**src/sv/smu_pkg.sv**
```systemverilog
// ----------------------------------------------------------------------------
// smu_pkg
// Shared types and constants for the sorted merge/union block: store depth,
// counter and address widths, command codes and the beat structs.
// ----------------------------------------------------------------------------
`default_nettype none

package smu_pkg;

  // capacity of each sequence store
  localparam int SEQ_DEPTH = 32;
  // counter holds 0..SEQ_DEPTH
  localparam int CNT_W     = $clog2(SEQ_DEPTH + 1);
  // store address, at least one bit
  localparam int ADDR_W    = (SEQ_DEPTH > 1) ? $clog2(SEQ_DEPTH) : 1;
  localparam int DATA_W    = 32;

  // command codes carried in the kind field
  localparam logic [1:0] KIND_LOAD_A = 2'd0;
  localparam logic [1:0] KIND_LOAD_B = 2'd1;
  localparam logic [1:0] KIND_MERGE  = 2'd2;

  // input beat
  typedef struct packed {
    logic [1:0]               kind;
    logic signed [DATA_W-1:0] value;
  } in_beat_t;

  // result beat
  typedef struct packed {
    logic signed [DATA_W-1:0] result_value;
    logic                     last;
    logic                     empty_res;
    logic                     overflow;
  } out_beat_t;

endpackage

`default_nettype wire

```
**src/sv/smu_ram.sv**
```systemverilog
// ----------------------------------------------------------------------------
// smu_ram
// Generic single-write, single-read RAM with a registered read port.
// ----------------------------------------------------------------------------
`default_nettype none

module smu_ram #(
  parameter int WIDTH = 32,
  parameter int DEPTH = 32
) (
  input  wire logic                                     clk,
  input  wire logic                                     we,
  input  wire logic [((DEPTH > 1) ? $clog2(DEPTH) : 1)-1:0] waddr,
  input  wire logic [WIDTH-1:0]                         wdata,
  input  wire logic [((DEPTH > 1) ? $clog2(DEPTH) : 1)-1:0] raddr,
  output logic      [WIDTH-1:0]                         rdata
);

  logic [WIDTH-1:0] mem [DEPTH];

  // write port and registered read
  always_ff @(posedge clk) begin
    if (we) begin
      mem[waddr] <= wdata;
    end
    rdata <= mem[raddr];
  end

endmodule

`default_nettype wire

```
**src/sv/sorted_merge_union.sv**
```systemverilog
// ----------------------------------------------------------------------------
// sorted_merge_union
// Loads two ascending sequences A and B into bounded stores and, on a merge
// command, streams their merge in ascending order, dropping B elements equal
// to the current A head.
// ----------------------------------------------------------------------------
// Usage:
//   in_beat carries kind and value. Kind 0 appends value to A, kind 1 to B,
//   kind 2 starts a merge, kind 3 is ignored. A load into a full store is
//   dropped and raises the overflow flag carried on the next merge's results.
//   A merge walks both stores with one shared signed comparator; each
//   compare step is a store read followed by a compare, and an output
//   stall can hold a compare step. in_stall stays high for the whole merge.
//   One result is held back until the next one is known, so the final result
//   can carry last. A merge of two empty stores gives one result with
//   empty_res set. out_beat sits in an output register; when out_stall
//   is high the beat is held and the sequencer waits on its next emit.
//   After the final result the counts and overflow flag clear. Reset clears
//   counts, flag and handshake state; store contents are not cleared.
// ----------------------------------------------------------------------------
`default_nettype none

module sorted_merge_union (
  input  wire logic               clk,
  input  wire logic               rst_n,
  input  wire logic               in_valid,
  output logic                    in_stall,
  input  wire smu_pkg::in_beat_t  in_beat,
  output logic                    out_valid,
  input  wire logic               out_stall,
  output smu_pkg::out_beat_t      out_beat
);

  typedef enum logic [1:0] {
    ST_IDLE,
    ST_READ,
    ST_CMP,
    ST_FIN
  } state_t;

  state_t                              state_r, state_nxt;
  logic [smu_pkg::CNT_W-1:0]           cnt_a_r, cnt_a_nxt;
  logic [smu_pkg::CNT_W-1:0]           cnt_b_r, cnt_b_nxt;
  logic [smu_pkg::CNT_W-1:0]           idx_a_r, idx_a_nxt;
  logic [smu_pkg::CNT_W-1:0]           idx_b_r, idx_b_nxt;
  logic                                dropped_r, dropped_nxt;
  logic                                hold_valid_r, hold_valid_nxt;
  logic signed [smu_pkg::DATA_W-1:0]   hold_value_r, hold_value_nxt;
  logic                                out_valid_r, out_valid_nxt;
  smu_pkg::out_beat_t                  out_beat_r, out_beat_nxt;

  logic                                we_a, we_b;
  logic [smu_pkg::DATA_W-1:0]          rdata_a, rdata_b;
  logic                                a_ok, b_ok, out_free;
  logic                                take_a, take_b, emit;
  logic signed [smu_pkg::DATA_W-1:0]   emit_value;

  // sequence stores
  smu_ram #(
    .WIDTH (smu_pkg::DATA_W),
    .DEPTH (smu_pkg::SEQ_DEPTH)
  ) u_store_a (
    .clk   (clk),
    .we    (we_a),
    .waddr (cnt_a_r[smu_pkg::ADDR_W-1:0]),
    .wdata (in_beat.value),
    .raddr (idx_a_r[smu_pkg::ADDR_W-1:0]),
    .rdata (rdata_a)
  );

  smu_ram #(
    .WIDTH (smu_pkg::DATA_W),
    .DEPTH (smu_pkg::SEQ_DEPTH)
  ) u_store_b (
    .clk   (clk),
    .we    (we_b),
    .waddr (cnt_b_r[smu_pkg::ADDR_W-1:0]),
    .wdata (in_beat.value),
    .raddr (idx_b_r[smu_pkg::ADDR_W-1:0]),
    .rdata (rdata_b)
  );

  // heads remaining and output register status
  assign a_ok     = (idx_a_r < cnt_a_r);
  assign b_ok     = (idx_b_r < cnt_b_r);
  assign out_free = !out_valid_r || !out_stall;

  // shared signed compare picks the head to advance
  always_comb begin
    take_a     = 1'b0;
    take_b     = 1'b0;
    emit       = 1'b0;
    emit_value = $signed(rdata_a);
    if (a_ok && b_ok) begin
      if ($signed(rdata_a) < $signed(rdata_b)) begin
        take_a = 1'b1;
        emit   = 1'b1;
      end else if ($signed(rdata_b) < $signed(rdata_a)) begin
        take_b     = 1'b1;
        emit       = 1'b1;
        emit_value = $signed(rdata_b);
      end else begin
        // equal heads: drop the b element
        take_b = 1'b1;
      end
    end else if (a_ok) begin
      take_a = 1'b1;
      emit   = 1'b1;
    end else begin
      take_b     = 1'b1;
      emit       = 1'b1;
      emit_value = $signed(rdata_b);
    end
  end

  // sequencer next state
  always_comb begin
    state_nxt      = state_r;
    cnt_a_nxt      = cnt_a_r;
    cnt_b_nxt      = cnt_b_r;
    idx_a_nxt      = idx_a_r;
    idx_b_nxt      = idx_b_r;
    dropped_nxt    = dropped_r;
    hold_valid_nxt = hold_valid_r;
    hold_value_nxt = hold_value_r;
    out_valid_nxt  = out_valid_r && out_stall;
    out_beat_nxt   = out_beat_r;
    we_a           = 1'b0;
    we_b           = 1'b0;

    unique case (state_r)
      ST_IDLE: begin
        if (in_valid) begin
          case (in_beat.kind)
            smu_pkg::KIND_LOAD_A: begin
              if (cnt_a_r < smu_pkg::CNT_W'(smu_pkg::SEQ_DEPTH)) begin
                we_a      = 1'b1;
                cnt_a_nxt = cnt_a_r + 1'b1;
              end else begin
                dropped_nxt = 1'b1;
              end
            end
            smu_pkg::KIND_LOAD_B: begin
              if (cnt_b_r < smu_pkg::CNT_W'(smu_pkg::SEQ_DEPTH)) begin
                we_b      = 1'b1;
                cnt_b_nxt = cnt_b_r + 1'b1;
              end else begin
                dropped_nxt = 1'b1;
              end
            end
            smu_pkg::KIND_MERGE: begin
              idx_a_nxt      = '0;
              idx_b_nxt      = '0;
              hold_valid_nxt = 1'b0;
              state_nxt      = ST_READ;
            end
            default: ;
          endcase
        end
      end

      // store read issued at the current heads
      ST_READ: begin
        if (!a_ok && !b_ok) begin
          state_nxt = ST_FIN;
        end else begin
          state_nxt = ST_CMP;
        end
      end

      // compare step; a new result pushes the held one out
      ST_CMP: begin
        if (!(emit && hold_valid_r && !out_free)) begin
          if (emit) begin
            if (hold_valid_r) begin
              out_valid_nxt             = 1'b1;
              out_beat_nxt.result_value = hold_value_r;
              out_beat_nxt.last         = 1'b0;
              out_beat_nxt.empty_res    = 1'b0;
              out_beat_nxt.overflow     = dropped_r;
            end
            hold_valid_nxt = 1'b1;
            hold_value_nxt = emit_value;
          end
          if (take_a) begin
            idx_a_nxt = idx_a_r + 1'b1;
          end
          if (take_b) begin
            idx_b_nxt = idx_b_r + 1'b1;
          end
          state_nxt = ST_READ;
        end
      end

      // final beat, or the empty marker
      ST_FIN: begin
        if (out_free) begin
          out_valid_nxt          = 1'b1;
          out_beat_nxt.last      = 1'b1;
          out_beat_nxt.overflow  = dropped_r;
          out_beat_nxt.empty_res = !hold_valid_r;
          out_beat_nxt.result_value = hold_valid_r ? hold_value_r : '0;
          cnt_a_nxt      = '0;
          cnt_b_nxt      = '0;
          dropped_nxt    = 1'b0;
          hold_valid_nxt = 1'b0;
          state_nxt      = ST_IDLE;
        end
      end

      default: state_nxt = ST_IDLE;
    endcase
  end

  // state and registered outputs
  always_ff @(posedge clk) begin
    if (!rst_n) begin
      state_r      <= ST_IDLE;
      cnt_a_r      <= '0;
      cnt_b_r      <= '0;
      idx_a_r      <= '0;
      idx_b_r      <= '0;
      dropped_r    <= 1'b0;
      hold_valid_r <= 1'b0;
      out_valid_r  <= 1'b0;
    end else begin
      state_r      <= state_nxt;
      cnt_a_r      <= cnt_a_nxt;
      cnt_b_r      <= cnt_b_nxt;
      idx_a_r      <= idx_a_nxt;
      idx_b_r      <= idx_b_nxt;
      dropped_r    <= dropped_nxt;
      hold_valid_r <= hold_valid_nxt;
      out_valid_r  <= out_valid_nxt;
    end
    hold_value_r <= hold_value_nxt;
    out_beat_r   <= out_beat_nxt;
  end

  // ports
  assign in_stall  = (state_r != ST_IDLE);
  assign out_valid = out_valid_r;
  assign out_beat  = out_beat_r;

endmodule

`default_nettype wire
```
**config.mk**
```make
export PLATFORM = sky130hd
export DESIGN_NAME = sorted_merge_union
export DESIGN_NICKNAME = d
export VERILOG_FILES = /design/src/sv/smu_pkg.sv /design/src/sv/smu_ram.sv /design/src/sv/sorted_merge_union.sv
export SDC_FILE = /design/constraint.sdc
export NUM_CORES = 2
export LEC_CHECK = 0
export BUFFER_PORTS_ARGS = -buffer_cell sky130_fd_sc_hd__buf_2
export CAP_MARGIN = 20
export CORE_AREA = 2 2 434 307
export CTS_CLUSTER_DIAMETER = 100
export DETAILED_ROUTE_END_ITERATION = 10
export DIE_AREA = 0 0 436 309
export PLACE_DENSITY = 0.81
export REMOVE_ABC_BUFFERS = 1
export SYNTH_ARGS = -nofsm -noshare
export SYNTH_HDL_FRONTEND = slang
export SYNTH_SLANG_ARGS = --single-unit
export TNS_END_PERCENT = 10
```
**constraint.sdc**
```tcl
create_clock -name clk -period 6.87 [get_ports clk]
set_input_delay 1.0305 -clock clk [delete_from_list [all_inputs] [get_ports clk]]
set_output_delay 1.0305 -clock clk [all_outputs]
set_load 0.05 [all_outputs]
```
==> run summary <==
IR analysis of the VDD net gives a maximum drop of 0.242 mV. TritonCTS built the clock tree. During placement, the flow inserted port buffers numbering 74. The post-route antenna net violation count is 0. Of the cells placed in the final design, the portion with a size suffix greater than 1 is 0.301. For this run, the slowest stage of the critical path takes 0.97 ns. Walking the worst path, the cells encountered are inv_1 > ha_1 > nand3b_1 > nor3_1 > nand2_1 > nor2_4 > buf_4. At the end of routability-driven placement, the weighted congestion stood at 0.889. For this run, the leading register cell type out of synthesis is sky130_fd_sc_hd__edfxtp_1. Data on the critical path is required at its endpoint by 7.35 ns. The pin slew with the least headroom to its limit is 1.18 ns. Of the synthesized area, sequential elements account for 0.775.

The worst slack at placement came out at 2.41 ns. The cell area after synthesis came out at 0.0843 mm^2. At the end of the flow, the number of nets in the layout was 3971. The floorplan die height came out at 309 um.

The worst path buffer plus inverter count is 2. The all-layer global routing usage is 0.326. The worst setup path is captured at a register. The hold buffer count at CTS is 0.

The number of enable-type register cells in the synthesized netlist is 2115. The initial antenna violation count came to 11. The number of max-cap violations is 0. Compared with the post-synthesis result, the final layout area differs by 11.7%. The analysis attributes to cell leakage a power of 0.0288 uW. The maximum clock frequency is 244 MHz. Buffers added to address setup during post-CTS repair amount to 0. The slack of the critical path is 2.77 ns. In this design, the largest share of critical-path delay is due to simple AND/OR/NAND/NOR gates. The final HPWL from detailed placement is 114000 um. For this block, the initial DRC count from the detailed router was 6955. The first global-routing pass estimated 305000 um of wire. Entering global routing, the biggest net connects 162 pins. For this configuration, the core starts out at a cell density of 0.647.

The cell area after layout came out at 0.0942 mm^2. The peak fanout along the critical path is 17. The average wire per standard cell came out at 37.1 um. The maximum count of clock buffers along a single path came out at 3. The routed via count is 41200. The I/O pin count is 75. The setup skew after layout is 0.0253 ns. The worst slew margin relative to its limit is 0.209. The minimum clock period came out at 4.10 ns. The via count normalized by instance count came out at 7.11. After clock tree synthesis, the clock-pin slew on the worst setup and hold paths is 0.07 ns. The H-tree generated during clock tree synthesis spans 4 levels. Before antenna repair, the detailed router went through 6 iterations. The share of synthesized flip-flops with an asynchronous set or reset is 0.

The max-slew violation count is 0. Fill cells in the final layout number 7069. For this design, the sink count on the clock tree is 2208. The number of gates resized after CTS was 0. Buffers inserted during clock tree synthesis total 188. The number of hold violations in the final report was 0. The synthesis warning total is 0. The worst setup path is launched from a register. In this run the worst hold path is classified as register to register. Synthesis produced a netlist whose cell count is 3668. The area enclosed by the die boundary is 0.135 mm^2. In this run, distinct cell masters in the synthesized netlist total 60. The x dimension of the die came out at 436 um. The final critical-path share of the clock period is 0.597. The run finished with clean final reports. The root cell of the clock tree is sky130_fd_sc_hd__clkbuf_16. The placement-stage cell area is 0.0878 mm^2. The region available for standard cell placement spans 0.130 mm^2. Setup repair after global routing left no endpoint under its margin. The remaining global-route overflow is 0. The number of cell rows came out at 111. The power per cell area is 279 mW/mm^2. The via count of the first global-routing pass is 40500. The setup path with the least slack is of type register to register.

Setup violations remaining at the end of the flow were counted as 0. The cell with the biggest individual delay on the critical path is sky130_fd_sc_hd__nor2_4. The total of flip-flops plus latches after synthesis is 2208. The clock network latency to the later pin of the worst-skew pair came out at 0.82 ns. The most common library cell in the layout ignoring fill and taps is sky130_fd_sc_hd__edfxtp_1. The routed design has 215000 um of wire.

The worst endpoint data arrival time is 4.58 ns. The tightest hold path in the finished design has a slack of 0.489 ns. The total DRC errors in the routed layout came out at 0.

In this run the mean area of a mapped cell was 23.0 um^2. In the layout the commonest cells are sky130_fd_sc_hd__edfxtp_1 (2115), sky130_fd_sc_hd__mux4_2 (640), sky130_fd_sc_hd__clkbuf_16 (196).
routing by layer:
| layer | GRT usage | share of wire |
|---|---|---|
| met1 | 0.477 | 0.37 |
| met2 | 0.493 | 0.47 |
| met3 | 0.0915 | 0.13 |
| met4 | 0.0974 | 0.030 |
| met5 | 0 | 0 |
state kept, by name, summed over array words and instances, names as in the netlist:
| signal | cells |
|---|---|
| cnt_a_r | 6 |
| cnt_b_r | 6 |
| dropped_r | 1 |
| hold_valid_r | 1 |
| hold_value_r | 32 |
| idx_a_r | 6 |
| idx_b_r | 6 |
| out_beat | 35 |
| out_valid | 1 |
| state_r | 2 |
| u_store_a.mem | 1024 |
| u_store_a.rdata | 32 |
| u_store_b.mem | 1024 |
| u_store_b.rdata | 32 |
cell type report:
| type | instances | area (um^2) | area share |
|---|---|---|---|
| Tap cell | 1751 | 2190 | 0.0233 |
| Antenna cell | 4 | 10.0 | 0.000106 |
| Clock buffer | 252 | 5150 | 0.0547 |
| Timing Repair Buffer | 192 | 1690 | 0.0179 |
| Inverter | 60 | 228 | 0.00242 |
| Clock inverter | 99 | 956 | 0.0101 |
| Sequential cell | 2208 | 65400 | 0.694 |
| Multi-Input combinational cell | 1226 | 18600 | 0.197 |
worst reg2reg max path: stages, from the launching register on:
cell	delay, ns
sky130_fd_sc_hd__dfxtp_1	0.33
sky130_fd_sc_hd__inv_1	0.12
sky130_fd_sc_hd__ha_1	0.38
sky130_fd_sc_hd__nand3b_1	0.16
sky130_fd_sc_hd__nor3_1	0.63
sky130_fd_sc_hd__nand2_1	0.68
sky130_fd_sc_hd__nor2_4	0.98
sky130_fd_sc_hd__buf_4	0.46
synthesized netlist by cell type, types with 3 or more instances:
library cell | n | area (um^2)
sky130_fd_sc_hd__a211o_1 | 6 | 52.6
sky130_fd_sc_hd__a21o_1 | 4 | 30.0
sky130_fd_sc_hd__a21oi_1 | 24 | 120
sky130_fd_sc_hd__and2_1 | 34 | 213
sky130_fd_sc_hd__and3_1 | 6 | 37.5
sky130_fd_sc_hd__and4_1 | 3 | 26.3
sky130_fd_sc_hd__buf_1 | 26 | 97.6
sky130_fd_sc_hd__buf_2 | 34 | 170
sky130_fd_sc_hd__clkbuf_1 | 114 | 428
sky130_fd_sc_hd__dfxtp_1 | 93 | 1860
sky130_fd_sc_hd__edfxtp_1 | 2115 | 63500
sky130_fd_sc_hd__ha_1 | 57 | 713
sky130_fd_sc_hd__inv_1 | 58 | 218
sky130_fd_sc_hd__mux2_2 | 33 | 372
sky130_fd_sc_hd__mux2i_1 | 5 | 50.1
sky130_fd_sc_hd__mux4_2 | 640 | 14400
sky130_fd_sc_hd__nand2_1 | 161 | 604
sky130_fd_sc_hd__nand2b_1 | 4 | 25.0
sky130_fd_sc_hd__nand3_1 | 28 | 140
sky130_fd_sc_hd__nand4_1 | 11 | 68.8
sky130_fd_sc_hd__nor2_1 | 90 | 338
sky130_fd_sc_hd__nor2b_1 | 3 | 18.8
sky130_fd_sc_hd__nor3_1 | 7 | 35.0
sky130_fd_sc_hd__nor4_1 | 5 | 31.3
sky130_fd_sc_hd__o211ai_1 | 5 | 37.5
sky130_fd_sc_hd__o21a_1 | 4 | 30.0
sky130_fd_sc_hd__o21ai_0 | 37 | 185
sky130_fd_sc_hd__o221ai_1 | 3 | 26.3
sky130_fd_sc_hd__o31a_1 | 3 | 26.3
sky130_fd_sc_hd__o31ai_1 | 5 | 37.5
sky130_fd_sc_hd__or4_1 | 3 | 22.5
sky130_fd_sc_hd__xnor2_1 | 9 | 78.8
kinds of logic (layout without fill, tap and decap cells):
group | Yosys count | count (layout) | share of synthesized area
AO/OA/AOI/OAI | 118 | 118 | 0.00933
buffers and inverters | 234 | 603 | 0.0109
XOR/XNOR | 9 | 9 | 0.000935
other | 0 | 4 | 0
AND/OR/NAND/NOR | 364 | 364 | 0.0195
adder cells (fa/ha/maj) | 57 | 57 | 0.00846
flip-flops | 2208 | 2208 | 0.775
multiplexers | 678 | 678 | 0.176
path summary, 6_finish.rpt:
path / from / endpoint / slack (ns) / cells past startpoint
worst min-delay path: dropped_r / out_beat[0] / 0.49 / 0
worst max-delay path: state_r[1] / u_store_a.mem[17][26] / 2.77 / 7
worst max register to register: state_r[1] / u_store_a.mem[17][26] / 2.77 / 7
worst min register to register: dropped_r / out_beat[0] / 0.49 / 0
power by group:
part           internal (uW)  switching [uW]
Clock                   5950            4800
Sequential             14800            38.9
Combinational            194             528
through the flow:
stage | util | setup TNS [ns] | power [uW] | instances
detailed placement | 0.674 | 0 | 15800 | 5425
finish | 0.723 | 0 | 26300 | 5792
global route | 0.723 | 0 | 26900 | 5789
floorplan | - | -1056.31 | 15400 | 3494
global placement | 0.672 | 0 | 15800 | 5412
CTS | 0.721 | 0 | 26400 | 5776
Power figures use the tool's default switching activity.
